`config.mk`:
```
export PLATFORM = sky130hd
export DESIGN_NAME = circular_deque_top
export DESIGN_NICKNAME = d
export VERILOG_FILES = /design/src/rtl/cdq_pkg.sv /design/src/rtl/circular_deque_top.sv /design/src/rtl/cdq_store.sv /design/src/rtl/cdq_ctrl.sv
export SDC_FILE = /design/constraint.sdc
export NUM_CORES = 1
export LEC_CHECK = 0
export BUFFER_PORTS_ARGS = -buffer_cell sky130_fd_sc_hd__buf_2
export CORE_MARGIN = 3
export CORE_UTILIZATION = 35
export DETAILED_ROUTE_END_ITERATION = 8
export PLACE_DENSITY_LB_ADDON = 0.15
export SYNTH_ARGS = -nofsm -noshare
export SYNTH_HDL_FRONTEND = slang
export SYNTH_SLANG_ARGS = --single-unit
export TNS_END_PERCENT = 30
```
`constraint.sdc`:
```
create_clock -name i_clk -period 6.1 [get_ports i_clk]
set_input_delay 1.22 -clock i_clk [delete_from_list [all_inputs] [get_ports i_clk]]
set_output_delay 1.22 -clock i_clk [all_outputs]
set_load 0.005 [all_outputs]
```
`src/rtl/cdq_pkg.sv`:
```
// ----------------------------------------------------------------------------
// cdq_pkg
// Shared types and constants for the circular deque: operation codes,
// status codes, field widths and the sequencer state encoding.
// ----------------------------------------------------------------------------
package cdq_pkg;

    localparam int DATA_W   = 32;
    localparam int OP_W     = 3;
    localparam int STATUS_W = 2;

    typedef logic signed [DATA_W-1:0] t_data;

    // Operation codes carried by one input transfer
    typedef enum logic [OP_W-1:0] {
        OP_PUSH_FRONT = 3'd0,
        OP_PUSH_BACK  = 3'd1,
        OP_POP_FRONT  = 3'd2,
        OP_POP_BACK   = 3'd3,
        OP_DUMP       = 3'd4
    } t_op;

    // Result status codes
    typedef enum logic [STATUS_W-1:0] {
        ST_OK    = 2'd0,
        ST_EMPTY = 2'd1,
        ST_FULL  = 2'd2
    } t_status;

    // Sequencer states, one-hot
    typedef enum logic [1:0] {
        S_IDLE = 2'b01,
        S_DUMP = 2'b10
    } t_state;

endpackage

```
`src/rtl/circular_deque_top.sv`:
```
// ----------------------------------------------------------------------------
// circular_deque_top
// Double-ended queue of signed 32-bit values held in a DEPTH-entry ring.
//
// Input channel (i_in_valid / o_in_stall): one transfer carries an op
// (push front, push back, pop front, pop back, dump) and a push value.
// Output channel (o_out_valid / i_out_stall): each result carries status,
// element and last. Push and pop give one result, with status full when a
// push finds the ring full and empty when a pop finds it empty. A dump
// streams all stored elements front to back, last set on the final one;
// an empty dump gives one empty result. Unknown ops give no result.
//
// A push or pop result is registered and appears in the cycle after its
// input transfer; push and pop are taken back to back unless stalled. A dump
// enters S_DUMP and issues store reads; each registered read word moves to the
// output register, one element per cycle unless the receiver stalls, paced
// by the single store read port. No new input is taken while a dump streams.
// Reset (synchronous, active low) empties the ring; store contents are not
// cleared. When the receiver stalls, the output register holds its result
// and o_in_stall rises until it is taken.
// ----------------------------------------------------------------------------
module circular_deque_top
    import cdq_pkg::*;
#(
    parameter int DEPTH = 16
) (
    input  logic                i_clk,
    input  logic                i_rst_n,
    input  logic                i_in_valid,
    output logic                o_in_stall,
    input  logic [OP_W-1:0]     i_op,
    input  t_data               i_value,
    output logic                o_out_valid,
    input  logic                i_out_stall,
    output logic [STATUS_W-1:0] o_status,
    output t_data               o_element,
    output logic                o_last
);

    localparam int AW = $clog2(DEPTH);

    logic          mem_we;
    logic [AW-1:0] mem_waddr;
    t_data         mem_wdata;
    logic          mem_re;
    logic [AW-1:0] mem_raddr;
    t_data         mem_rdata;

    // pointer logic and dump sequencer
    cdq_ctrl #(
        .DEPTH (DEPTH),
        .AW    (AW)
    ) u_ctrl (
        .i_clk       (i_clk),
        .i_rst_n     (i_rst_n),
        .i_in_valid  (i_in_valid),
        .o_in_stall  (o_in_stall),
        .i_op        (i_op),
        .i_value     (i_value),
        .o_out_valid (o_out_valid),
        .i_out_stall (i_out_stall),
        .o_status    (o_status),
        .o_element   (o_element),
        .o_last      (o_last),
        .o_mem_we    (mem_we),
        .o_mem_waddr (mem_waddr),
        .o_mem_wdata (mem_wdata),
        .o_mem_re    (mem_re),
        .o_mem_raddr (mem_raddr),
        .i_mem_rdata (mem_rdata)
    );

    // element store
    cdq_store #(
        .DEPTH (DEPTH),
        .AW    (AW)
    ) u_store (
        .i_clk   (i_clk),
        .i_we    (mem_we),
        .i_waddr (mem_waddr),
        .i_wdata (mem_wdata),
        .i_re    (mem_re),
        .i_raddr (mem_raddr),
        .o_rdata (mem_rdata)
    );

endmodule

```
`src/rtl/cdq_store.sv`:
```
// ----------------------------------------------------------------------------
// cdq_store
// Element store of the deque: one write port, one read port, registered
// read data. Contents are undefined until written.
// ----------------------------------------------------------------------------
module cdq_store
    import cdq_pkg::*;
#(
    parameter int DEPTH = 16,
    parameter int AW    = $clog2(DEPTH)
) (
    input  logic          i_clk,
    input  logic          i_we,
    input  logic [AW-1:0] i_waddr,
    input  t_data         i_wdata,
    input  logic          i_re,
    input  logic [AW-1:0] i_raddr,
    output t_data         o_rdata
);

    t_data r_mem [DEPTH];
    t_data r_rdata;

    // Write port
    always_ff @(posedge i_clk) begin
        if (i_we) begin
            r_mem[i_waddr] <= i_wdata;
        end
    end

    // Read port, data held until the next read
    always_ff @(posedge i_clk) begin
        if (i_re) begin
            r_rdata <= r_mem[i_raddr];
        end
    end

    assign o_rdata = r_rdata;

endmodule

```
`src/rtl/cdq_ctrl.sv`:
```
// ----------------------------------------------------------------------------
// cdq_ctrl
// Ring pointer logic and dump sequencer. Push and pop update the count and,
// for front ops, the front index; a dump walks the store one read per cycle
// unless the output stalls, and drains read data into the output register.
// ----------------------------------------------------------------------------
module cdq_ctrl
    import cdq_pkg::*;
#(
    parameter int DEPTH = 16,
    parameter int AW    = $clog2(DEPTH)
) (
    input  logic                i_clk,
    input  logic                i_rst_n,
    // input channel
    input  logic                i_in_valid,
    output logic                o_in_stall,
    input  logic [OP_W-1:0]     i_op,
    input  t_data               i_value,
    // output channel
    output logic                o_out_valid,
    input  logic                i_out_stall,
    output logic [STATUS_W-1:0] o_status,
    output t_data               o_element,
    output logic                o_last,
    // store ports
    output logic                o_mem_we,
    output logic [AW-1:0]       o_mem_waddr,
    output t_data               o_mem_wdata,
    output logic                o_mem_re,
    output logic [AW-1:0]       o_mem_raddr,
    input  t_data               i_mem_rdata
);

    localparam int CW = $clog2(DEPTH + 1);
    localparam int SW = CW + 1;
    localparam logic [AW-1:0] LAST_IDX = AW'(DEPTH - 1);
    localparam logic [CW-1:0] FULL_CNT = CW'(DEPTH);
    localparam logic [SW-1:0] RING_LEN = SW'(DEPTH);

    // ring position base + off, with base + off below twice the depth
    function automatic logic [AW-1:0] ring_pos(input logic [AW-1:0] base,
                                               input logic [CW-1:0] off);
        logic [SW-1:0] s;
        s = SW'(base) + SW'(off);
        if (s >= RING_LEN) begin
            s = s - RING_LEN;
        end
        return s[AW-1:0];
    endfunction

    t_state          r_state, n_state;
    logic [AW-1:0]   r_front, n_front;
    logic [CW-1:0]   r_count, n_count;
    logic [CW-1:0]   r_issue, n_issue;
    logic [CW-1:0]   r_cons, n_cons;
    logic            r_rd_pend, n_rd_pend;
    logic            r_out_valid, n_out_valid;
    t_status         r_status, n_status;
    t_data           r_element, n_element;
    logic            r_last, n_last;

    logic            out_free;
    logic            accept;
    logic            consume;
    logic            issue;
    logic            dump_last;
    logic [AW-1:0]   front_dec;
    logic [AW-1:0]   front_inc;

    assign out_free  = !r_out_valid || !i_out_stall;
    assign accept    = i_in_valid && (r_state == S_IDLE) && out_free;
    assign front_dec = (r_front == '0) ? LAST_IDX : r_front - AW'(1);
    assign front_inc = (r_front == LAST_IDX) ? '0 : r_front + AW'(1);

    // dump drain: consume read data into the output register, keep one read
    // in flight; a push written in an earlier cycle is always visible
    assign consume   = (r_state == S_DUMP) && r_rd_pend && out_free;
    assign issue     = (r_state == S_DUMP) && (r_issue != r_count)
                       && (!r_rd_pend || consume);
    assign dump_last = (r_cons == r_count - CW'(1));

    // next-state logic
    always_comb begin
        n_state     = r_state;
        n_front     = r_front;
        n_count     = r_count;
        n_issue     = r_issue;
        n_cons      = r_cons;
        n_rd_pend   = r_rd_pend;
        n_out_valid = r_out_valid && i_out_stall;
        n_status    = r_status;
        n_element   = r_element;
        n_last      = r_last;
        o_mem_we    = 1'b0;
        o_mem_waddr = ring_pos(r_front, r_count);
        o_mem_wdata = i_value;
        o_mem_re    = issue;
        o_mem_raddr = ring_pos(r_front, r_issue);

        unique case (r_state)
            S_IDLE: begin
                if (accept) begin
                    unique case (t_op'(i_op))
                        OP_PUSH_FRONT, OP_PUSH_BACK: begin
                            n_out_valid = 1'b1;
                            n_element   = '0;
                            n_last      = 1'b1;
                            if (r_count == FULL_CNT) begin
                                n_status = ST_FULL;
                            end else begin
                                n_status = ST_OK;
                                n_count  = r_count + CW'(1);
                                o_mem_we = 1'b1;
                                if (t_op'(i_op) == OP_PUSH_FRONT) begin
                                    n_front     = front_dec;
                                    o_mem_waddr = front_dec;
                                end
                            end
                        end
                        OP_POP_FRONT, OP_POP_BACK: begin
                            n_out_valid = 1'b1;
                            n_element   = '0;
                            n_last      = 1'b1;
                            if (r_count == '0) begin
                                n_status = ST_EMPTY;
                            end else begin
                                n_status = ST_OK;
                                n_count  = r_count - CW'(1);
                                if (t_op'(i_op) == OP_POP_FRONT) begin
                                    n_front = front_inc;
                                end
                            end
                        end
                        OP_DUMP: begin
                            if (r_count == '0) begin
                                n_out_valid = 1'b1;
                                n_status    = ST_EMPTY;
                                n_element   = '0;
                                n_last      = 1'b1;
                            end else begin
                                n_state   = S_DUMP;
                                n_issue   = '0;
                                n_cons    = '0;
                                n_rd_pend = 1'b0;
                            end
                        end
                        default: begin
                            // unknown op: dropped without a result
                        end
                    endcase
                end
            end
            S_DUMP: begin
                if (consume) begin
                    n_out_valid = 1'b1;
                    n_status    = ST_OK;
                    n_element   = i_mem_rdata;
                    n_last      = dump_last;
                    n_cons      = r_cons + CW'(1);
                    if (dump_last) begin
                        n_state = S_IDLE;
                    end
                end
                if (issue) begin
                    n_issue   = r_issue + CW'(1);
                    n_rd_pend = 1'b1;
                end else if (consume) begin
                    n_rd_pend = 1'b0;
                end
            end
            default: begin
                n_state = S_IDLE;
            end
        endcase
    end

    // control registers
    always_ff @(posedge i_clk) begin
        if (!i_rst_n) begin
            r_state     <= S_IDLE;
            r_front     <= '0;
            r_count     <= '0;
            r_issue     <= '0;
            r_cons      <= '0;
            r_rd_pend   <= 1'b0;
            r_out_valid <= 1'b0;
        end else begin
            r_state     <= n_state;
            r_front     <= n_front;
            r_count     <= n_count;
            r_issue     <= n_issue;
            r_cons      <= n_cons;
            r_rd_pend   <= n_rd_pend;
            r_out_valid <= n_out_valid;
        end
    end

    // output payload
    always_ff @(posedge i_clk) begin
        r_status  <= n_status;
        r_element <= n_element;
        r_last    <= n_last;
    end

    assign o_in_stall  = !((r_state == S_IDLE) && out_free);
    assign o_out_valid = r_out_valid;
    assign o_status    = r_status;
    assign o_element   = r_element;
    assign o_last      = r_last;

endmodule

```
# ---- Yosys cells after proc, flatten, opt, wreduce, memory -nomap -nowiden
# Memory sizes are Yosys's and may differ from the RTL's. A register that Yosys moved wholly into a read port is not among the register bits.
# Index checks and enable logic that the tools add are counted.
dict set report classes {
  addsub 10
  n_lt_le_gt_ge 2
  n_eq_ne 24
  n_mux 64
  reduce_logical 30
}
# op count
set ops {}
lappend ops {{$pmux 32 s2} 2}
lappend ops {{$mux 32} 3}
lappend ops {{$mux 4} 13}
lappend ops {{$mux 5} 7}
lappend ops {{$reduce_and 5->1} 7}
lappend ops {{$pmux 5 s2} 3}
lappend ops {{$mux 1} 18}
lappend ops {{$mux 2} 9}
lappend ops {{$add 5x1->5 const B} 3}
lappend ops {{$add 4x5->6} 2}
lappend ops {{$ge 6x5->1 const B} 2}
lappend ops {{$sub 4x1->4 const B} 3}
lappend ops {{$ne 2x1->1 const B} 5}
lappend ops {{$ne 2x2->1 const B} 5}
lappend ops {{$pmux 1 s2} 5}
lappend ops {{$logic_and 1x1->1} 8}
lappend ops {{$pmux 2 s2} 2}
lappend ops {{$pmux 4 s2} 1}
lappend ops {{$reduce_and 7->1} 1}
lappend ops {{$eq 3x2->1 const B} 2}
lappend ops {{$ne 3x2->1 const B} 2}
lappend ops {{$pmux 2 s3} 1}
lappend ops {{$eq 5x5->1} 1}
lappend ops {{$eq 5x5->1 const B} 1}
lappend ops {{other kinds (18)} 24}
dict set report word_totals {
  register_bits 58
  mem_bits_rw 512
  input_bits 39
  out_inout_bits 37
  wordCells 141
  memories 1
}
# memory words width read_ports rd_clocked_by_memory_dff wr line
set mem_list {}
lappend mem_list {u_store.r_mem 16 32 1 1 1 cdq_store.sv:21} ;# t_data r_mem [DEPTH];

# ---- Depth between registers and ports, before layout
dict set report depth {
  depth_word 8
  depth_mapped 9
  ltp_nobuf 7
}

# ---- Cells and area by module
# From an unflattened synthesis, not the netlist that was laid out.
dict set report unflattened {
  hier_cells 1182
  area_unflattened_um2 23652.7
}
# module instances cells_each area_per_inst_um2 seq_area_each_um2
set by_module_without_submodules {}
lappend by_module_without_submodules {cdq_store 1 838 20155.6 16335.7}
lappend by_module_without_submodules {cdq_ctrl 1 344 3497.1 1511.4}

# ---- Worst setup path before layout
# OpenSTA, ideal clock, no wires.
dict set report synth_timing {
  kind {input to register}
  startpoint {input i_op[0]}
  endpoint {register u_ctrl.r_element[0], in the netlist u_ctrl.o_element[0], enable pin}
  setup_ps 477
  arrival_time_ps 4579
  t_required_ps 5623
  path_slack_ps 1043
  stages 5
  n_path_buf 1
  path_cell_list {buf_2 or2_2 o21ai_0 nand3_1 a221oi_1}
}
dict set report synth_via {
  elab_chain_len 4
  word_cells_on_any_way 9
  classes_between {eq/ne: 6; reduce/logical: 3}
}
# element line
set synth_lines {}
lappend synth_lines {{from (decl)} circular_deque_top.sv:31} ;# input logic [OP_W-1:0] i_op,
lappend synth_lines {{$eq 3x1->1, or another cell as far along} cdq_ctrl.sv:104} ;# unique case (t_op'(i_op))
lappend synth_lines {{$reduce_or 4->1 (no line)} -}
lappend synth_lines {{$ne 3x3->1 (no line)} -}
lappend synth_lines {{$reduce_and 5->1 (no line) *} -}
lappend synth_lines {{to (signal assigned)} cdq_ctrl.sv:202} ;# r_element <= n_element;
lappend synth_lines {{to (decl)} cdq_ctrl.sv:60} ;# t_data r_element, n_element;
# Every way passes the cells marked *; elsewhere a longest branch is shown, timed or not.
# A chain may end at the register's enable or synchronous reset.

# ---- Final worst setup path
dict set report layout_timing {
  startpoint {register u_ctrl.r_count[0]}
  endpoint {memory u_store.r_mem[3][2] (netlist name), enable pin}
}
dict set report layout_via {
  elab_chain_len 8
  word_cells_on_any_way 16
  classes_between {add/sub: 2; order compare: 1; eq/ne: 1; mux: 12}
}
# element line
set layout_lines {}
lappend layout_lines {{from (decl)} cdq_ctrl.sv:54} ;# logic [CW-1:0] r_count, n_count;
lappend layout_lines {{from (signal assigned)} cdq_ctrl.sv:191} ;# r_count <= n_count;
lappend layout_lines {{$add 4x5->6} cdq_ctrl.sv:45} ;# s = SW'(base) + SW'(off);
lappend layout_lines {{$ge 6x5->1 or $sub 4x1->4 (tied branches)} {cdq_ctrl.sv:46, cdq_ctrl.sv:47}}
lappend layout_lines {{$mux 4} cdq_ctrl.sv:46} ;# if (s >= RING_LEN) begin
lappend layout_lines {{$mux 4} cdq_ctrl.sv:115} ;# if (t_op'(i_op) == OP_PUSH_FRONT) begin
lappend layout_lines {{$mux 4} cdq_ctrl.sv:109} ;# if (r_count == FULL_CNT) begin
lappend layout_lines {{$mux 4} cdq_ctrl.sv:104}
lappend layout_lines {{$mux 4} cdq_ctrl.sv:103} ;# if (accept) begin
lappend layout_lines {{$mux 4} cdq_ctrl.sv:101} ;# unique case (r_state)
lappend layout_lines {{to (decl)} cdq_store.sv:21}
# Parallel ways exist; a longest one is shown, timed or not.

==> metrics <==
Clock Pin Slew Worst Setup and Hold Paths 0.06 ns; clk sinks 602; #FFs+latches synth 602; fin area 0.0276 mm2; H-Tree Depth 3; Peak VDD IR 0.000154 V; number of remaining DRC errors 0; Ys Warns 0; Area growth syn-to-layout 15.9%; Setup-failing EPs final 0; Synth async-reset ratio 0%; Total GRT Usage 15.5%; layout cell share with drive strength beyond 1 26.4%; most frequent cells in the layout edfxtp_1 (579), mux4_2 (128), nand2_1 (82); Final Critical Period 3.95 ns; largest net degree at the start of global routing 69; critical setup path kind register to register; vias per std cell 5.18; Total Routed Length 53700 um; CORE AREA 0.0666 mm2; # rows 94; ANT nets after route 0; die width 267 um; initial antenna violation count 2; worst slew margin relative to its limit 22.3%; Placer Congestion 0.720; GRT overflow 0; Routed wire per std cell 23.9 um; Post-DP HPWL 30500 um; syn nets 1279; RSZ-0062 raised after global routing false; Worst setup SP type register; top_reg_cell synth edfxtp_1; Clock Latency Late Sink 0.61 ns; crit path max fanout 22; initial core utilization 35.7%; critical path's slowest cell nor2_4; final hold slack 0.507 ns; Post-CTS Hold Fix Bufs 0; EDFF count, synth 579; total negative slack 0 ns; via count 11700; clk root buf clkbuf_16; vias in the first global route 12300; Cell Chain, Critical Path inv_1, ha_1, nor3b_2, a2111o_1, nor4_1, nand3_1, nor2_4, buf_4; first-pass GRT wire length 81300 um; crit-path max cell delay 0.87 ns; Post-Synthesis Cells 1224; Worst EP arrival 4.24 ns; TritonCTS Buffers 68; CTS resizes 0; number of port buffers 75; Worst Max-Slew Pin Slew 1.16 ns; P per Cell Area 326 mW/mm2; Min-Delay Path Class register to register; post-synthesis sequential area ratio 75.1%; outcome complete, no violations; Final nets 1390; most common cell after layout, fill and taps aside edfxtp_1; Die H 267 um; hold violation count in the final report 0; Worst setup EP type register; TritonRoute pass-1 iters 5; fmax 0.253 GHz; CTS tree built; Lkg Pwr 8.83 nW; max-cap viol count 0; Synth cell types 61; cell area after synthesis 0.0238 mm2; Avg Synthesized Cell Area 19.4 um2; setup bufs post-CTS 0; Top Ports 76; fin. max-slew vios 0; Area after DPL 0.0254 mm2; Tcrit/Tclk final 64.8%; ANT cells 0; number of buffers on the longest clock path 3; die area 0.0711 mm2; Max Clock Skew 0.0276 ns; WP data required 6.39 ns; number of fillers in the final layout 5949; First DRT Iteration DRCs 843
## through the flow
stage                     util (%)  total power, mW  worst slack [ns]  instances
final                         41.4             8.99              2.15       2250
after global routing          41.4             9.36              1.82       2250
after CTS                     41.4             9.14              2.08       2250
after detailed placement      38.2             5.15              1.76       2129
after global placement        38.2             5.15              1.79       2129
after floorplan                  -             4.95              1.04       1224
## cell usage after synthesis, types with 4 or more instances
| master | n | area share [%] |
|---|---|---|
| mux2i_1 | 4 | 0.17 |
| a21oi_1 | 11 | 0.23 |
| nand2b_1 | 5 | 0.13 |
| xor2_1 | 13 | 0.48 |
| o21ai_0 | 10 | 0.21 |
| and2_1 | 71 | 1.9 |
| edfxtp_1 | 579 | 73 |
| clkbuf_1 | 38 | 0.60 |
| buf_4 | 5 | 0.16 |
| a32oi_1 | 4 | 0.15 |
| nor2_1 | 32 | 0.51 |
| inv_1 | 17 | 0.27 |
| nor2b_1 | 6 | 0.16 |
| ha_1 | 14 | 0.74 |
| nand3_1 | 8 | 0.17 |
| xnor2_1 | 19 | 0.70 |
| a21boi_0 | 4 | 0.13 |
| nor3_1 | 5 | 0.11 |
| dfxtp_1 | 23 | 1.9 |
| a211oi_1 | 35 | 1.1 |
| nand4_1 | 4 | 0.11 |
| buf_2 | 19 | 0.40 |
| nand2_1 | 82 | 1.3 |
| a31oi_1 | 35 | 0.92 |
| mux4_2 | 128 | 12 |
## registers in the layout, summed over array words and instances, names as in the netlist
| name | count |
|---|---|
| u_ctrl.o_element | 32 |
| u_ctrl.o_last | 1 |
| u_ctrl.o_out_valid | 1 |
| u_ctrl.o_status | 2 |
| u_ctrl.r_cons | 5 |
| u_ctrl.r_count | 5 |
| u_ctrl.r_front | 4 |
| u_ctrl.r_issue | 5 |
| u_ctrl.r_rd_pend | 1 |
| u_ctrl.r_state | 2 |
| u_store.o_rdata | 32 |
| u_store.r_mem | 512 |
## routing by layer
metal | up-vias | track usage, % | routed length, um
met2 | 233 | 24.6 | 25600
li1 | 5180 | - | -
met1 | 6167 | 22.0 | 24700
met5 | - | 0 | 7
met3 | 76 | 3.14 | 2460
met4 | 2 | 3.93 | 945
## worst paths after layout
kind / start / end / slack [ns] / cells past startpoint
min: u_ctrl.r_state[0] / u_ctrl.r_state[0] / 0.51 / 2
max: u_ctrl.r_count[0] / u_store.r_mem[3][2] / 2.15 / 8
max reg2reg: u_ctrl.r_count[0] / u_store.r_mem[3][2] / 2.15 / 8
min reg2reg: u_ctrl.r_state[0] / u_ctrl.r_state[0] / 0.51 / 2
## power breakdown
part           internal, mW  switching (mW)  total (mW)
Combinational         0.175           0.276       0.450
Sequential             4.58          0.0195        4.60
Clock                  2.34            1.61        3.94
## kinds of logic (layout without fill, tap and decap cells)
logic type	after synthesis	after routing	synth area share, %
DFF	602	602	75.1
and+or+nand+nor	232	232	5.06
muxes	134	134	12.4
AOI/OAI and AO/OA	125	125	3.82
buffers and inverters	83	245	1.55
xor gates and xnor gates	32	32	1.18
adders and majority gates	16	16	0.906
## final cells by class
type / count / area (um2) / area share, %
Sequential cell: 602 / 17800 / 64.8
Multi-Input combinational cell: 539 / 5760 / 20.9
Clock buffer: 84 / 1780 / 6.47
Tap cell: 864 / 1080 / 3.92
Timing Repair Buffer: 107 / 666 / 2.42
Clock inverter: 37 / 357 / 1.29
Inverter: 17 / 63.8 / 0.232
## worst max-delay path, delay by kind of cell (launching register included)
| family | cells | cell delay [ns] |
|---|---|---|
| adder cells (fa/ha/maj) | 1 | 0.27 |
| flip-flops | 1 | 0.55 |
| AND/OR/NAND/NOR | 4 | 1.88 |
| AO/OA/AOI/OAI | 1 | 0.48 |
| buffers and inverters | 2 | 0.42 |
Power figures use the tool's default switching activity.
